`src/hw/rtl/rrts_pkg.sv`:
```
package rrts_pkg;

   localparam int THREAD_W = 4;
   localparam int QUEUE_W  = 3;
   localparam int KIND_W   = 3;

   // Event codes.
   localparam logic [KIND_W-1:0] KIND_MAKE_READY = 3'd0;
   localparam logic [KIND_W-1:0] KIND_YIELD      = 3'd1;
   localparam logic [KIND_W-1:0] KIND_WAIT       = 3'd2;
   localparam logic [KIND_W-1:0] KIND_RELEASE    = 3'd3;
   localparam logic [KIND_W-1:0] KIND_CLEAR      = 3'd4;

   typedef struct packed {
      logic [KIND_W-1:0]   kind;
      logic [THREAD_W-1:0] thread_id;
      logic [QUEUE_W-1:0]  queue_id;
   } req_type;

   typedef struct packed {
      logic [THREAD_W-1:0] running_thread;
      logic                running_valid;
      logic                switch_needed;
      logic [THREAD_W-1:0] previous_thread;
      logic [THREAD_W-1:0] released_thread;
      logic                released_valid;
   } rsp_type;

   // Write port of the shared next-link store.
   typedef struct packed {
      logic                en;
      logic [THREAD_W-1:0] addr;
      logic [THREAD_W-1:0] data;
   } link_wr_type;

endpackage

```
`src/hw/rtl/rrts_link_mem.sv`:
```
module rrts_link_mem #(
   parameter int THREADS = 16
) (
   input  logic                                clock,
   input  rrts_pkg::link_wr_type               wr,
   input  logic [rrts_pkg::THREAD_W-1:0]       rd_addr,
   output logic [rrts_pkg::THREAD_W-1:0]       rd_data
);

   localparam int IDX_W = $clog2(THREADS);

   // One next-link per thread; entries are meaningful only once written.
   logic [rrts_pkg::THREAD_W-1:0] link_ff [THREADS];

   always_ff @(posedge clock) begin
      if (wr.en) begin
         link_ff[IDX_W'(wr.addr)] <= wr.data;
      end
   end

   assign rd_data = link_ff[IDX_W'(rd_addr)];

endmodule

```
`src/hw/rtl/rrts_engine.sv`:
```
module rrts_engine #(
   parameter int THREADS = 16,
   parameter int QUEUES  = 8
) (
   input  logic              clock,
   input  logic              reset,
   input  logic              item_valid,
   input  rrts_pkg::req_type item,
   output logic              rsp_valid,
   output rrts_pkg::rsp_type rsp_data
);

   localparam int QIDX_W = (QUEUES > 1) ? $clog2(QUEUES) : 1;

   logic [rrts_pkg::THREAD_W-1:0] ready_head_ff, ready_head_in;
   logic [rrts_pkg::THREAD_W-1:0] ready_tail_ff, ready_tail_in;
   logic                          ready_empty_ff, ready_empty_in;
   logic [rrts_pkg::THREAD_W-1:0] wait_head_ff [QUEUES];
   logic [rrts_pkg::THREAD_W-1:0] wait_tail_ff [QUEUES];
   logic [QUEUES-1:0]             wait_empty_ff;
   logic [rrts_pkg::THREAD_W-1:0] wait_head_in, wait_tail_in;
   logic                          wait_empty_in;
   logic                          wait_we;
   logic [rrts_pkg::THREAD_W-1:0] cur_ff, cur_in;
   logic                          cur_valid_ff, cur_valid_in;
   logic                          rsp_valid_ff;
   rrts_pkg::rsp_type             rsp_ff, rsp_in;

   rrts_pkg::link_wr_type         link_wr;
   logic [rrts_pkg::THREAD_W-1:0] link_rd_addr;
   logic [rrts_pkg::THREAD_W-1:0] link_rd_data;
   logic [rrts_pkg::THREAD_W-1:0] link_next;
   logic                          link_fwd;

   logic                          q_ok;
   logic                          th_ok;
   logic [QIDX_W-1:0]             qi;
   logic [rrts_pkg::THREAD_W-1:0] cur_wait_head, cur_wait_tail;
   logic                          cur_wait_empty;
   logic [rrts_pkg::THREAD_W-1:0] rh, rt;
   logic                          re;
   logic [rrts_pkg::THREAD_W-1:0] rel;
   logic                          rel_valid;

   rrts_link_mem #(
      .THREADS (THREADS)
   ) u_link_mem (
      .clock   (clock),
      .wr      (link_wr),
      .rd_addr (link_rd_addr),
      .rd_data (link_rd_data)
   );

   assign q_ok  = 32'(item.queue_id) < QUEUES;
   assign th_ok = 32'(item.thread_id) < THREADS;
   assign qi    = QIDX_W'(item.queue_id);

   assign cur_wait_head  = wait_head_ff[qi];
   assign cur_wait_tail  = wait_tail_ff[qi];
   assign cur_wait_empty = wait_empty_ff[qi];

   // A release follows the link of the queue head; every other kind the ready head.
   assign link_rd_addr = (item.kind == rrts_pkg::KIND_RELEASE) ? cur_wait_head : ready_head_ff;
   assign link_fwd     = (item.kind == rrts_pkg::KIND_YIELD) || (item.kind == rrts_pkg::KIND_WAIT);

   // Yield and wait append before they take from the ready list, so a link
   // written in this transaction must be seen by the read in the same one.
   assign link_next = (link_fwd && link_wr.en && (link_wr.addr == link_rd_addr)) ?
                      link_wr.data : link_rd_data;

   // The next-link store is written whenever a thread is appended to a list
   // that already holds at least one thread.
   always_comb begin
      link_wr.en   = 1'b0;
      link_wr.addr = ready_tail_ff;
      link_wr.data = cur_ff;
      unique case (item.kind)
         rrts_pkg::KIND_MAKE_READY: begin
            if (th_ok && cur_valid_ff && !ready_empty_ff) begin
               link_wr.en   = 1'b1;
               link_wr.data = item.thread_id;
            end
         end
         rrts_pkg::KIND_YIELD: begin
            if (cur_valid_ff && !ready_empty_ff) begin
               link_wr.en = 1'b1;
            end
         end
         rrts_pkg::KIND_WAIT: begin
            if (cur_valid_ff && q_ok && !cur_wait_empty) begin
               link_wr.en   = 1'b1;
               link_wr.addr = cur_wait_tail;
            end
         end
         rrts_pkg::KIND_RELEASE: begin
            if (q_ok && !cur_wait_empty && cur_valid_ff && !ready_empty_ff) begin
               link_wr.en   = 1'b1;
               link_wr.data = cur_wait_head;
            end
         end
         default: begin
         end
      endcase
      if (!item_valid) begin
         link_wr.en = 1'b0;
      end
   end

   always_comb begin
      ready_head_in  = ready_head_ff;
      ready_tail_in  = ready_tail_ff;
      ready_empty_in = ready_empty_ff;
      wait_head_in   = cur_wait_head;
      wait_tail_in   = cur_wait_tail;
      wait_empty_in  = cur_wait_empty;
      wait_we        = 1'b0;
      cur_in         = cur_ff;
      cur_valid_in   = cur_valid_ff;
      rel            = '0;
      rel_valid      = 1'b0;
      rh             = ready_head_ff;
      rt             = ready_tail_ff;
      re             = ready_empty_ff;

      unique case (item.kind)
         rrts_pkg::KIND_MAKE_READY: begin
            if (th_ok) begin
               if (!cur_valid_ff) begin
                  cur_in       = item.thread_id;
                  cur_valid_in = 1'b1;
               end else if (ready_empty_ff) begin
                  ready_head_in  = item.thread_id;
                  ready_tail_in  = item.thread_id;
                  ready_empty_in = 1'b0;
               end else begin
                  ready_tail_in = item.thread_id;
               end
            end
         end
         rrts_pkg::KIND_YIELD,
         rrts_pkg::KIND_WAIT: begin
            if (cur_valid_ff && (item.kind == rrts_pkg::KIND_YIELD || q_ok)) begin
               if (item.kind == rrts_pkg::KIND_YIELD) begin
                  // The running thread goes to the back of the ready list.
                  if (ready_empty_ff) begin
                     rh = cur_ff;
                     rt = cur_ff;
                     re = 1'b0;
                  end else begin
                     rt = cur_ff;
                  end
               end else begin
                  wait_we = 1'b1;
                  if (cur_wait_empty) begin
                     wait_head_in  = cur_ff;
                     wait_tail_in  = cur_ff;
                     wait_empty_in = 1'b0;
                  end else begin
                     wait_tail_in  = cur_ff;
                  end
               end
               // Dispatch the head of the ready list, or go idle.
               if (re) begin
                  cur_valid_in = 1'b0;
                  cur_in       = '0;
               end else begin
                  cur_in       = rh;
                  cur_valid_in = 1'b1;
                  if (rh == rt) begin
                     re = 1'b1;
                  end else begin
                     rh = link_next;
                  end
               end
               ready_head_in  = rh;
               ready_tail_in  = rt;
               ready_empty_in = re;
            end
         end
         rrts_pkg::KIND_RELEASE: begin
            if (q_ok && !cur_wait_empty) begin
               rel          = cur_wait_head;
               rel_valid    = 1'b1;
               wait_we      = 1'b1;
               if (cur_wait_head == cur_wait_tail) begin
                  wait_empty_in = 1'b1;
               end else begin
                  wait_head_in = link_next;
               end
               if (!cur_valid_ff) begin
                  cur_in       = cur_wait_head;
                  cur_valid_in = 1'b1;
               end else if (ready_empty_ff) begin
                  ready_head_in  = cur_wait_head;
                  ready_tail_in  = cur_wait_head;
                  ready_empty_in = 1'b0;
               end else begin
                  ready_tail_in = cur_wait_head;
               end
            end
         end
         rrts_pkg::KIND_CLEAR: begin
            if (q_ok) begin
               wait_we       = 1'b1;
               wait_empty_in = 1'b1;
            end
         end
         default: begin
         end
      endcase

      rsp_in.running_thread  = cur_in;
      rsp_in.running_valid   = cur_valid_in;
      rsp_in.switch_needed   = (cur_valid_in != cur_valid_ff) || (cur_in != cur_ff);
      rsp_in.previous_thread = cur_ff;
      rsp_in.released_thread = rel;
      rsp_in.released_valid  = rel_valid;
   end

   always_ff @(posedge clock) begin
      if (reset) begin
         ready_head_ff  <= '0;
         ready_tail_ff  <= '0;
         ready_empty_ff <= 1'b1;
         wait_empty_ff  <= '1;
         cur_ff         <= '0;
         cur_valid_ff   <= 1'b1;
         rsp_valid_ff   <= 1'b0;
      end else begin
         rsp_valid_ff <= item_valid;
         if (item_valid) begin
            ready_head_ff  <= ready_head_in;
            ready_tail_ff  <= ready_tail_in;
            ready_empty_ff <= ready_empty_in;
            cur_ff         <= cur_in;
            cur_valid_ff   <= cur_valid_in;
            if (wait_we) begin
               wait_empty_ff[qi] <= wait_empty_in;
            end
         end
      end
   end

   // Queue heads and tails carry no reset: an empty flag guards them.
   always_ff @(posedge clock) begin
      if (item_valid && wait_we) begin
         wait_head_ff[qi] <= wait_head_in;
         wait_tail_ff[qi] <= wait_tail_in;
      end
      rsp_ff <= rsp_in;
   end

   assign rsp_valid = rsp_valid_ff;
   assign rsp_data  = rsp_ff;

endmodule

```
`src/hw/rtl/round_robin_thread_scheduler_core.sv`:
```
// Channel    Ports                       Handshake
// request    req_data                    taken when start is high and busy is low
// response   rsp_valid, rsp_data         one cycle per result, cannot be held off
//
// One transaction is accepted per cycle while busy is low; its result appears
// after the input register and the result register.
// Each event is resolved through one read and at most one write of
// the next-link store, beside the list heads, tails and empty flags.
// Reset is synchronous; busy is high while reset is asserted and until its register clears after reset is released.
// The receiver cannot stall, so busy never rises outside reset.
module round_robin_thread_scheduler_core #(
   parameter int THREADS = 16,
   parameter int QUEUES  = 8
) (
   input  logic              clock,
   input  logic              reset,
   input  logic              start,
   output logic              busy,
   input  rrts_pkg::req_type req_data,
   output logic              rsp_valid,
   output rrts_pkg::rsp_type rsp_data
);

   logic              busy_ff;
   logic              item_valid_ff;
   rrts_pkg::req_type item_ff;

   always_ff @(posedge clock) begin
      if (reset) begin
         busy_ff       <= 1'b1;
         item_valid_ff <= 1'b0;
      end else begin
         busy_ff       <= 1'b0;
         item_valid_ff <= start && !busy;
      end
   end

   always_ff @(posedge clock) begin
      if (start && !busy) begin
         item_ff <= req_data;
      end
   end

   assign busy = busy_ff || reset;

   rrts_engine #(
      .THREADS (THREADS),
      .QUEUES  (QUEUES)
   ) u_engine (
      .clock      (clock),
      .reset      (reset),
      .item_valid (item_valid_ff),
      .item       (item_ff),
      .rsp_valid  (rsp_valid),
      .rsp_data   (rsp_data)
   );

endmodule

```
`config.mk`:
```
export PLATFORM = sky130hd
export DESIGN_NAME = round_robin_thread_scheduler_core
export DESIGN_NICKNAME = d
export VERILOG_FILES = /design/src/hw/rtl/rrts_pkg.sv /design/src/hw/rtl/rrts_link_mem.sv /design/src/hw/rtl/rrts_engine.sv /design/src/hw/rtl/round_robin_thread_scheduler_core.sv
export SDC_FILE = /design/constraint.sdc
export NUM_CORES = 1
export LEC_CHECK = 0
export ABC_CLOCK_PERIOD_IN_PS = 4200
export CORE_ASPECT_RATIO = 0.7
export CORE_MARGIN = 4
export CORE_UTILIZATION = 35
export CTS_CLUSTER_DIAMETER = 50
export DETAILED_ROUTE_END_ITERATION = 12
export DONT_BUFFER_PORTS = 1
export PLACE_DENSITY = 0.47
export REMOVE_ABC_BUFFERS = 1
export SLEW_MARGIN = 0
export SYNTH_ARGS = -nofsm -noshare
export SYNTH_HDL_FRONTEND = slang
export SYNTH_SLANG_ARGS = --single-unit
```
`constraint.sdc`:
```
create_clock -name clock -period 4.2 [get_ports clock]
set_clock_uncertainty 0.2 [all_clocks]
set_input_delay 0.84 -clock clock [delete_from_list [all_inputs] [get_ports clock]]
set_output_delay 0.84 -clock clock [all_outputs]
set_load 0.05 [all_outputs]
```
==> results of run 1 <==
==> through the flow <==
stage	utilization	worst slack, ns
after floorplan	-	-0.1881
after global placement	0.3792	0.3787
after detailed placement	0.3792	0.2853
after CTS	0.4054	0.2430
after global routing	0.4054	0.01208
final	0.4054	0.2165
==> logic make-up after synthesis <==
family,count (synthesis),synth area share
and+or+nand+nor,205,0.1163
DFF,181,0.5964
AOI/OAI and AO/OA,149,0.1251
muxes,78,0.1179
buffers and inverters,57,0.02863
xor gates and xnor gates,15,0.01565
==> registers in the layout, summed over array words and instances (netlist names), 4 cells and up, named ones only <==
signal	flops
u_engine.u_link_mem.link_ff	64
u_engine.wait_tail_ff	32
u_engine.ready_head_ff	4
u_engine.wait_empty_ff	8
item_ff	10
u_engine.ready_tail_ff	4
u_engine.cur_ff	4
u_engine.wait_head_ff	32
u_engine.rsp_data	15
==> worst paths after layout <==
| path | startpoint | to | slack, ns | cells past startpoint |
|---|---|---|---|---|
| worst max-delay path | item_ff[2]$_DFFE_PP_ | u_engine.wait_head_ff[2][2]$_DFFE_PP_ | 0.22 | 9 |
| worst max register to register | item_ff[2]$_DFFE_PP_ | u_engine.wait_head_ff[2][2]$_DFFE_PP_ | 0.22 | 9 |
| worst min register to register | u_engine.wait_empty_ff[1]$_SDFFE_PP1P_ | u_engine.wait_empty_ff[1]$_SDFFE_PP1P_ | 0.29 | 2 |
| worst min-delay path | reset | busy_ff$_DFF_P_ | 0.24 | 0 |
==> cells in the mapped netlist, types with 3 or more instances <==
cell type and number:
edfxtp_1 138, a221oi_1 3, o211ai_1 9, nor3b_1 3
nand2_1 49, a22oi_1 7, a21oi_1 32, xnor2_1 11
buf_2 6, nor2_1 76, clkbuf_1 30, o22ai_1 5
a211oi_1 14, a31oi_1 5, nor2b_1 15, inv_1 15
a21boi_0 3, mux2_2 17, mux4_2 13, o221ai_1 8
xor2_1 4, nand2b_1 19, a21o_1 3, nor3_1 12
o21ai_0 27, dfxtp_1 43, o21a_1 5, nand4_1 3
or2_2 4, mux2i_1 46, a211o_1 3, nand3_1 9
==> critical path: stages (launching register included) <==
cell	delay, ns
edfxtp_1	0.52
mux2i_1	0.34
o221ai_2	0.21
a211oi_4	0.45
mux2i_1	0.21
or4_4	0.53
a2111oi_4	0.39
buf_4	0.23
a21oi_1	0.09
o221ai_1	0.53
==> power by group through the flow <==
stage	sequential [mW]	combinational [mW]	clock, mW
floorplan	2.02	0.160	0
global placement	2.02	0.259	0
detailed placement	2.02	0.261	0
CTS	1.98	0.262	1.67
global route	1.98	0.286	1.76
finish	1.98	0.264	1.63
==> layout make-up <==
| cell class | count | area share |
|---|---|---|
| flip-flops and latches | 181 | 0.5222 |
| multi-input cells | 447 | 0.3283 |
| clock buffers | 17 | 0.04439 |
| well taps | 318 | 0.04151 |
| repair buffers | 44 | 0.03708 |
| clock inverters | 15 | 0.02023 |
| inverters | 16 | 0.006266 |
==> layer usage <==
metal  share of wire  up-vias  wire, um  global-route usage
met2            0.43      201      9638              0.2518
li1                -     2624         -                   -
met3           0.062       17      1385             0.03901
met4           0.010        0       233             0.04717
met5               0        -         0                   0
met1            0.49     2838     10940              0.2625
==> metrics.md, run 1 <==
| Metric | Value |
|---|---|
| Largest net degree at the start of global routing | `32` |
| Cell variety after synth | `70` |
| Htree depth | `4` |
| Setup_tns | `0 ns` |
| Worst-path clk slew | `0.08 ns` |
| CTS tree | `built` |
| Cts repair resizes | `0` |
| Synthesis Warnings | `0` |
| Clock power frac | `0.420` |
| Area of the multi-input gates | `3147 sq um` |
| Final worst-path cycle share | `0.9485` |
| Ports | `30` |
| Layout net count | `720` |
| Initial Utilization | `0.3550` |
| Finish-stage setup viols | `0` |
| Die area | `26560 sq um` |
| Initial antenna violation count | `0` |
| Top cells by area, synth | `edfxtp_1, dfxtp_1, mux2i_1` |
| DR WL/cell | `21.38 um` |
| Fin area | `9584 sq um` |
| Commonest non-fill, non-tap cell in the layout | `edfxtp_1` |
| Outcome | `complete, no violations` |
| Vias in the first global route | `5584` |
| Hold Buf Count CTS | `0` |
| Max Root-Sink Buffers | `2` |
| Gate Count Post-Synth | `685` |
| Fin cells | `1038` |
| Core Region | `23640 sq um` |
| Clock Latency Late Sink | `0.44 ns` |
| Port buffer count | `0` |
| Worst hold path class | `in -> reg` |
| Most frequent cells in the layout | `edfxtp_1, nor2_1, nand2_1` |
| Area growth, synth to finish | `14.21%` |
| Drt first pass iters | `5` |
| DRT Wirelength | `22.19 mm` |
| Sequential Power Share | `0.512` |
| Crit Path Max Fanout | `8` |
| FF+latch count, synth | `181` |
| Placed cells | `1006` |
| WS Path Type | `reg -> reg` |
| Pleak | `3.299 nW` |
| Synth top area share | `0.4938` |
| Register area share after synthesis | `0.5964` |
| Startpoint Class | `register` |
| Worst slew pin tran | `0.9695 ns` |
| All-Layer GR Usage | `0.1739` |
| Starting DRT DRC Count | `573` |
| CTS buffer count | `17` |
| Power density cells | `404.2 nW/um^2` |
| Tot Pwr | `3.874 mW` |
| Final min period | `3.984 ns` |
| Max VDD drop | `0.2842 mV` |
| Maxcap violations | `0` |
| Post-DP HPWL | `15.38 mm` |
| Share of layout cells above drive strength 1 | `0.1736` |
| Cell taking the most area after synthesis | `edfxtp_1` |
| Slew Limit Fails | `0` |
| Clk sink count | `181` |
| Synthesized cell area | `8392 sq um` |
| DRC Markers | `0` |
| Area after DPL | `8965 sq um` |
| Slew headroom | `0.3469` |
| Clock root buffer | `clkbuf_16` |
| First-pass GRT wire length | `34.45 mm` |
| DR vias | `5680` |
| Layout fillers | `2265` |
| Diode count | `0` |
| Psw | `1.010 mW` |
| RSZ-0062 raised after global routing | `false` |
| Sw Ratio | `0.2608` |
| Final Hold Fails | `0` |
| Avg Cell Area, Syn | `12.25 sq um` |
| Vias/cell | `5.472` |
| Die span in y | `137.6 um` |
| WHS | `0.2371 ns` |
| # rows | `47` |
| Required time of the critical path | `4.14 ns` |
| Register area | `5005 sq um` |
| Final ANT Viol Nets | `0` |
| Setup crit end kind | `register` |
| Routability cong. | `0.8921` |
| Number of synthesized flops with an enable pin | `138` |
| Logic pwr share | `0.068` |
| Total grt overflow | `0` |
| Top FF cell, synth | `edfxtp_1` |
| Post-CTS Setup Bufs | `0` |
| CP arrival | `3.93 ns` |
| Max Fclk | `251.0 MHz` |
| Async SR Flop Fraction | `0` |
| Die Wd | `193.1 um` |
| Int Power | `2.863 mW` |
No activity file was read; power rests on OpenSTA's default activity.
==> inputs of run 2 (changes only) <==
- ABC_CLOCK_PERIOD_IN_PS: 4200 -> 3400
- PLACE_DENSITY: 0.47 -> 0.49
- clock period: 4.2 -> 3.4 ns (I/O delays scaled with it)
==> run 2 against run 1 <==
Global-route usage grew 0.72 points. Die area did not move. Sequential share of layout area decreased by 4.5 points. Clock power up 25%. Via count up 5.2%. Power grew 28%. Cell count increased by 6.5%. Non-clock buffer count grew 67. Fmax up 18%. Critical path type unchanged. Critical endpoint is now u_engine.wait_head_ff[2][0]$_DFFE_PP_. Largest cell class unchanged.
==> metrics.md, run 2 (synthesized netlist as in run 1, its figures left out) <==
| Metric | Value |
|---|---|
| Worst slew pin tran | `0.8174 ns (was 0.9695 ns)` |
| Area after DPL | `9393 sq um (was 8965 sq um)` |
| Starting DRT DRC Count | `630 (was 573)` |
| Largest register FFs | `64 (unchanged)` |
| Initial Utilization | `0.3550 (unchanged)` |
| Worst slack at placement | `-0.3689 ns (was 0.2853 ns)` |
| Max Fclk | `297.1 MHz (was 251.0 MHz)` |
| First-pass GRT wire length | `35.85 mm (was 34.45 mm)` |
| Final Hold Fails | `0 (unchanged)` |
| Most frequent cells in the layout | `edfxtp_1, buf_4, nor2_1 (was edfxtp_1, nor2_1, nand2_1)` |
| Drt first pass iters | `5 (unchanged)` |
| Post-DP HPWL | `16.21 mm (was 15.38 mm)` |
| Total grt overflow | `0 (unchanged)` |
| Top Registers | `u_engine.u_link_mem.link_ff: 64 flops, u_engine.wait_head_ff: 32 flops, u_engine.wait_tail_ff: 32 flops (unchanged)` |
| Worst hold path class | `in -> reg (unchanged)` |
| Final worst-path cycle share | `0.9901 (was 0.9485)` |
| Die Wd | `193.1 um (unchanged)` |
| Initial antenna violation count | `0 (unchanged)` |
| Slew Limit Fails | `0 (unchanged)` |
| Clock Latency Late Sink | `0.44 ns (about the same)` |
| Final min period | `3.366 ns (was 3.984 ns)` |
| WS Path Type | `reg -> reg (unchanged)` |
| Maxcap violations | `0 (unchanged)` |
| Layout net count | `787 (was 720)` |
| Startpoint Class | `register (unchanged)` |
| CTS buffer count | `17 (unchanged)` |
| Hold Buf Count CTS | `0 (unchanged)` |
| DR WL/cell | `21.07 um (was 21.38 um)` |
| Outcome | `complete, no violations (unchanged)` |
| Clk sink count | `181 (unchanged)` |
| Power density cells | `470.3 nW/um^2 (was 404.2 nW/um^2)` |
| Biggest register | `u_engine.u_link_mem.link_ff (unchanged)` |
| Tot Pwr | `4.942 mW (was 3.874 mW)` |
| Finish-stage setup viols | `0 (unchanged)` |
| Max VDD drop | `0.3379 mV (was 0.2842 mV)` |
| Vias/cell | `5.408 (was 5.472)` |
| Final WS setup | `0.03381 ns (was 0.2165 ns)` |
| Diode count | `0 (unchanged)` |
| Share of layout cells above drive strength 1 | `0.2922 (was 0.1736)` |
| Crit Path Max Fanout | `8 (unchanged)` |
| Routability cong. | `0.8814 (was 0.8921)` |
| Slew headroom | `0.4543 (was 0.3469)` |
| Final ANT Viol Nets | `0 (unchanged)` |
| Max Root-Sink Buffers | `2 (unchanged)` |
| Die area | `26560 sq um (unchanged)` |
| DR vias | `5976 (was 5680)` |
| Core Region | `23640 sq um (unchanged)` |
| Port buffer count | `0 (unchanged)` |
| DRT Wirelength | `23.29 mm (was 22.19 mm)` |
| Area growth, synth to finish | `25.23% (was 14.21%)` |
| Largest net degree at the start of global routing | `27 (was 32)` |
| DRC Markers | `0 (unchanged)` |
| Required time of the critical path | `3.33 ns (was 4.14 ns)` |
| Fin area | `10510 sq um (was 9584 sq um)` |
| # rows | `47 (unchanged)` |
| Worst-path clk slew | `0.07 ns (was 0.08 ns)` |
| RSZ-0062 raised after global routing | `true (was false)` |
| Clock root buffer | `clkbuf_16 (unchanged)` |
| CTS tree | `built (unchanged)` |
| Ports | `30 (unchanged)` |
| Layout fillers | `2198 (was 2265)` |
| CP arrival | `3.30 ns (was 3.93 ns)` |
| Htree depth | `4 (unchanged)` |
| Die span in y | `137.6 um (unchanged)` |
| All-Layer GR Usage | `0.1811 (was 0.1739)` |
| Vias in the first global route | `5984 (was 5584)` |
| Setup crit end kind | `register (unchanged)` |
| Pleak | `3.738 nW (was 3.299 nW)` |
| Commonest non-fill, non-tap cell in the layout | `edfxtp_1 (unchanged)` |
-- run 2: cell types whose count changed in the layout (fill, tap and decap cells not counted), moves of 3 or more --
| cell | delta |
|---|---|
| mux2_2 | -10 |
| inv_12 | -3 |
| buf_6 | +13 |
| buf_12 | +4 |
| mux2_4 | +10 |
| a21oi_1 | -5 |
| buf_4 | +48 |
| mux2i_1 | -10 |
| o221ai_1 | -4 |
| inv_6 | +3 |
| mux2i_2 | +8 |
| a21oi_2 | +5 |
| clkinv_8 | -5 |
-- run 2: critical path, stage by stage, from the launching register on --
cell and delay (ns):
dfxtp_4 0.36, buf_12 0.13, mux2_4 0.29, mux4_2 0.55, mux2i_4 0.22, buf_12 0.17, buf_6 0.10, mux2i_2 0.20
nand2_1 0.10, o211ai_1 0.10, a21oi_1 0.10, a221oi_2 0.19, buf_4 0.17, o221ai_4 0.16
-- run 2: layout make-up --
cell class / instances / area (sq um) / share of cell area
sequential: 181 / 5010 / 0.4767
tap: 318 / 397.9 / 0.03786
clock buffer: 19 / 452.9 / 0.04310
multi-input combinational: 447 / 3440 / 0.3273
clock inverter: 13 / 156.4 / 0.01488
timing repair buffer: 111 / 992.2 / 0.09442
inverter: 16 / 60.06 / 0.005715
-- run 2: where the power goes --
part	leakage [nW]	internal, mW	switching [mW]	total (mW)
Sequential	1.61	2.40	0.0449	2.44
Combinational	1.83	0.211	0.245	0.457
Clock	0.299	1.15	0.897	2.04
-- run 2: final timing paths --
path | start | depth (start not counted) | slack (ns) | endpoint
worst max register to register | register | 13 | 0.03 | u_engine.wait_head_ff[2][0]$_DFFE_PP_
worst min register to register | u_engine.wait_empty_ff[3]$_SDFFE_PP1P_ | 2 | 0.28 | u_engine.wait_empty_ff[3]$_SDFFE_PP1P_
worst max-delay path | register | 13 | 0.03 | u_engine.wait_head_ff[2][0]$_DFFE_PP_
worst min-delay path | reset | 0 | 0.07 | busy_ff$_DFF_P_
-- run 2: through the flow --
stage | util | hold WS, ns | std cells | TNS [ns]
2_1_floorplan | - | 0.2443 | 644 | -29.87
3_3_place_gp | 0.3973 | 0.2609 | 1058 | -5.545
3_5_place_dp | 0.3973 | 0.2695 | 1058 | -7.179
4_1_cts | 0.4315 | 0.05478 | 1097 | -0.2544
5_1_grt | 0.4445 | 0.04794 | 1105 | -0.4283
6_report | 0.4445 | 0.07428 | 1105 | 0
-- run 2: layer usage --
layer / vias to the layer above / share of wire / track usage
met5: - / 0 / 0
met4: 0 / 0.012 / 0.04717
met3: 23 / 0.063 / 0.03774
met2: 191 / 0.44 / 0.2621
met1: 3013 / 0.49 / 0.2763
li1: 2749 / - / -
-- run 2: repair_timing --
| action | 4_1_cts | 5_1_grt |
|---|---|---|
| endpoints found under the setup margin | 34 | 47 |
| pin swaps | 8 | 21 |
| gates cloned | 1 | 2 |
| setup buffers | 7 | 9 |
| resized for setup | 25 | 52 |
==> inputs of run 3 (changes only) <==
- SETUP_SLACK_MARGIN: default -> 0.5
==> run 3 against run 2 <==
The run now ends with setup timing left. Clock power is essentially flat. Die area stayed put. Register-to-register slack got worse by 0.05 ns. Via count rose by 2.4%.
==> metrics.md, run 3 (synthesized netlist as in run 1, its figures left out) <==
| Metric | Value |
|---|---|
| # rows | `47 (unchanged)` |
| Fin area | `11210 sq um (was 10510 sq um)` |
| Worst r2r dst | `u_engine.wait_head_ff[0][0]$_DFFE_PP_ (was u_engine.wait_head_ff[2][0]$_DFFE_PP_)` |
| Hold Path End | `busy_ff$_DFF_P_ (unchanged)` |
| Register area | `5007 sq um (was 5010 sq um)` |
| Placed cells | `1058 (unchanged)` |
| WS Path Type | `reg -> reg (unchanged)` |
| Port buffer count | `0 (unchanged)` |
| CP arrival | `3.40 ns (was 3.30 ns)` |
| Failing checks | `setup timing` |
| Final Hold Fails | `0 (unchanged)` |
| R2R setup slack | `-0.02 ns (was 0.03 ns)` |
| Slowest CP cell | `mux4_2 (unchanged)` |
| Setup_tns | `-0.1157 ns (was 0 ns)` |
| Outcome | `complete, but fails checks (was complete, no violations)` |
| Drt first pass iters | `5 (unchanged)` |
| Clk sink count | `181 (unchanged)` |
| Layout net count | `807 (was 787)` |
| Worst-path clk slew | `0.07 ns (about the same)` |
| Diode count | `0 (unchanged)` |
| Max Fclk | `292.5 MHz (was 297.1 MHz)` |
| Area of the multi-input gates | `3825 sq um (was 3440 sq um)` |
| CTS buffer count | `17 (unchanged)` |
| Die Wd | `193.1 um (unchanged)` |
| Commonest non-fill, non-tap cell in the layout | `edfxtp_1 (unchanged)` |
| Largest net degree at the start of global routing | `27 (unchanged)` |
| Biggest register | `u_engine.u_link_mem.link_ff (unchanged)` |
| DRC Markers | `0 (unchanged)` |
| Finish-stage setup viols | `8 (was 0)` |
| Share of layout cells above drive strength 1 | `0.3742 (was 0.2922)` |
| R2R cell count | `12 (was 13)` |
| Maxcap violations | `0 (unchanged)` |
| Area growth, synth to finish | `33.61% (was 25.23%)` |
| Crit Path Max Fanout | `8 (unchanged)` |
| Starting DRT DRC Count | `585 (was 630)` |
| Fin cells | `1125 (was 1105)` |
| Setup crit end kind | `register (unchanged)` |
| Htree depth | `4 (unchanged)` |
| Die area | `26560 sq um (unchanged)` |
| Final WS setup | `-0.01924 ns (was 0.03381 ns)` |
| WP buf/inv | `4 (unchanged)` |
| DR WL/cell | `21.31 um (was 21.07 um)` |
| Post-DP HPWL | `16.21 mm (unchanged)` |
| Slew Limit Fails | `0 (unchanged)` |
| Critical path's largest stage delay | `0.54 ns (was 0.55 ns)` |
| Initial antenna violation count | `0 (unchanged)` |
| Vias/cell | `5.439 (was 5.408)` |
| Final min period | `3.419 ns (was 3.366 ns)` |
| DRT Wirelength | `23.97 mm (was 23.29 mm)` |
| Routability cong. | `0.8814 (unchanged)` |
| Hold Buf Count CTS | `0 (unchanged)` |
| Power density cells | `445.9 nW/um^2 (was 470.3 nW/um^2)` |
| Initial Utilization | `0.3550 (unchanged)` |
| Slew headroom | `0.4988 (was 0.4543)` |
| Worst hold path class | `in -> reg (unchanged)` |
| Required time of the critical path | `3.38 ns (was 3.33 ns)` |
| Area after DPL | `9393 sq um (unchanged)` |
| Startpoint Class | `register (unchanged)` |
| Final core utilization | `0.4743 (was 0.4445)` |
| Clock root buffer | `clkbuf_16 (unchanged)` |
| Largest delay share family, worst path | `multiplexers (unchanged)` |
| First-pass GRT wire length | `36.32 mm (was 35.85 mm)` |
| Final ANT Viol Nets | `0 (unchanged)` |
| Start point of the worst hold path | `reset (unchanged)` |
| CTS tree | `built (unchanged)` |
| Total grt overflow | `0 (unchanged)` |
| RSZ-0062 raised after global routing | `true (unchanged)` |
| Most frequent cells in the layout | `edfxtp_1, buf_4, nor2_1 (unchanged)` |
| Clock Latency Late Sink | `0.43 ns (was 0.44 ns)` |
| Hold path depth | `0 (unchanged)` |
| Largest register FFs | `64 (unchanged)` |
| Final worst-path cycle share | `1.006 (was 0.9901)` |
| Vias in the first global route | `6101 (was 5984)` |
| All-Layer GR Usage | `0.1838 (was 0.1811)` |
| Pleak | `4.046 nW (was 3.738 nW)` |
| Max VDD drop | `0.3452 mV (was 0.3379 mV)` |
| WHS | `0.07773 ns (was 0.07428 ns)` |
| Core Region | `23640 sq um (unchanged)` |
| Top Registers | `u_engine.u_link_mem.link_ff: 64 flops, u_engine.wait_head_ff: 32 flops, u_engine.wait_tail_ff: 32 flops (unchanged)` |
| Ports | `30 (unchanged)` |
| Max Root-Sink Buffers | `2 (unchanged)` |
| Die span in y | `137.6 um (unchanged)` |
| Crit-path cells | `buf_12 > mux2_4 > mux4_2 > mux2i_4 > buf_12 > mux2_4 > o211ai_1 > a21oi_1 > a221oi_2 > buf_4 > o221ai_4 > buf_6 (was buf_12 > mux2_4 > mux4_2 > mux2i_4 > buf_12 > buf_6 > mux2i_2 > nand2_1 > o211ai_1 > a21oi_1 > a221oi_2 > buf_4 > o221ai_4)` |
| Layout fillers | `2125 (was 2198)` |
| Worst slew pin tran | `0.7455 ns (was 0.8174 ns)` |
| DR vias | `6119 (was 5976)` |
==> run 3: how the worst max path moves through the flow <==
stage | slack (ns) | depth (start not counted) | to | startpoint
final | -0.02 | 12 | u_engine.wait_head_ff[0][0]$_DFFE_PP_ | register
after global routing | -0.12 | 12 | u_engine.ready_head_ff[3]$_SDFFE_PP0P_ | item_ff[2]$_DFFE_PP_
after CTS | 0.02 | 13 | u_engine.ready_head_ff[2]$_SDFFE_PP0P_ | register
after detailed placement | -0.37 | 12 | u_engine.wait_head_ff[4][3]$_DFFE_PP_ | register
after global placement | -0.41 | 12 | u_engine.wait_head_ff[5][3]$_DFFE_PP_ | register
after floorplan | -0.99 | 8 | u_engine.wait_head_ff[0][2]$_DFFE_PP_ | register
==> run 3: through the flow <==
step | worst slack (ns) | total power [mW]
2_1_floorplan | -0.9881 | 2.696
3_3_place_gp | -0.4083 | 2.869
3_5_place_dp | -0.3689 | 2.874
4_1_cts | 0.01689 | 4.974
5_1_grt | -0.1217 | 5.163
6_report | -0.01924 | 5.000
==> run 3: cell type report <==
class | instances | area share
inverter | 16 | 0.005357
multi-input combinational | 447 | 0.3411
tap | 318 | 0.03549
clock inverter | 13 | 0.01395
clock buffer | 19 | 0.04040
timing repair buffer | 131 | 0.1171
sequential | 181 | 0.4466
==> run 3: report_power, final <==
part	internal, mW	switching, mW
clock	1.15	0.897
combinational	0.246	0.267
sequential	2.40	0.0450
==> run 3: what timing repair did <==
action | in CTS | in global routing
cloned | 2 | 3
pin swaps | 21 | 43
setup endpoints to repair | 239 | 209
buffers inserted | 14 | 16
gates resized for setup | 111 | 82
==> run 3: routing by layer <==
| metal | vias to the layer above | GRT usage | wire length [um] | part of all wire |
|---|---|---|---|---|
| met5 | - | 0 | 0 | 0 |
| met4 | 0 | 0.04874 | 334 | 0.014 |
| met3 | 29 | 0.03799 | 1506 | 0.063 |
| met2 | 203 | 0.2724 | 10640 | 0.44 |
| met1 | 3083 | 0.2749 | 11490 | 0.48 |
| li1 | 2804 | - | - | - |
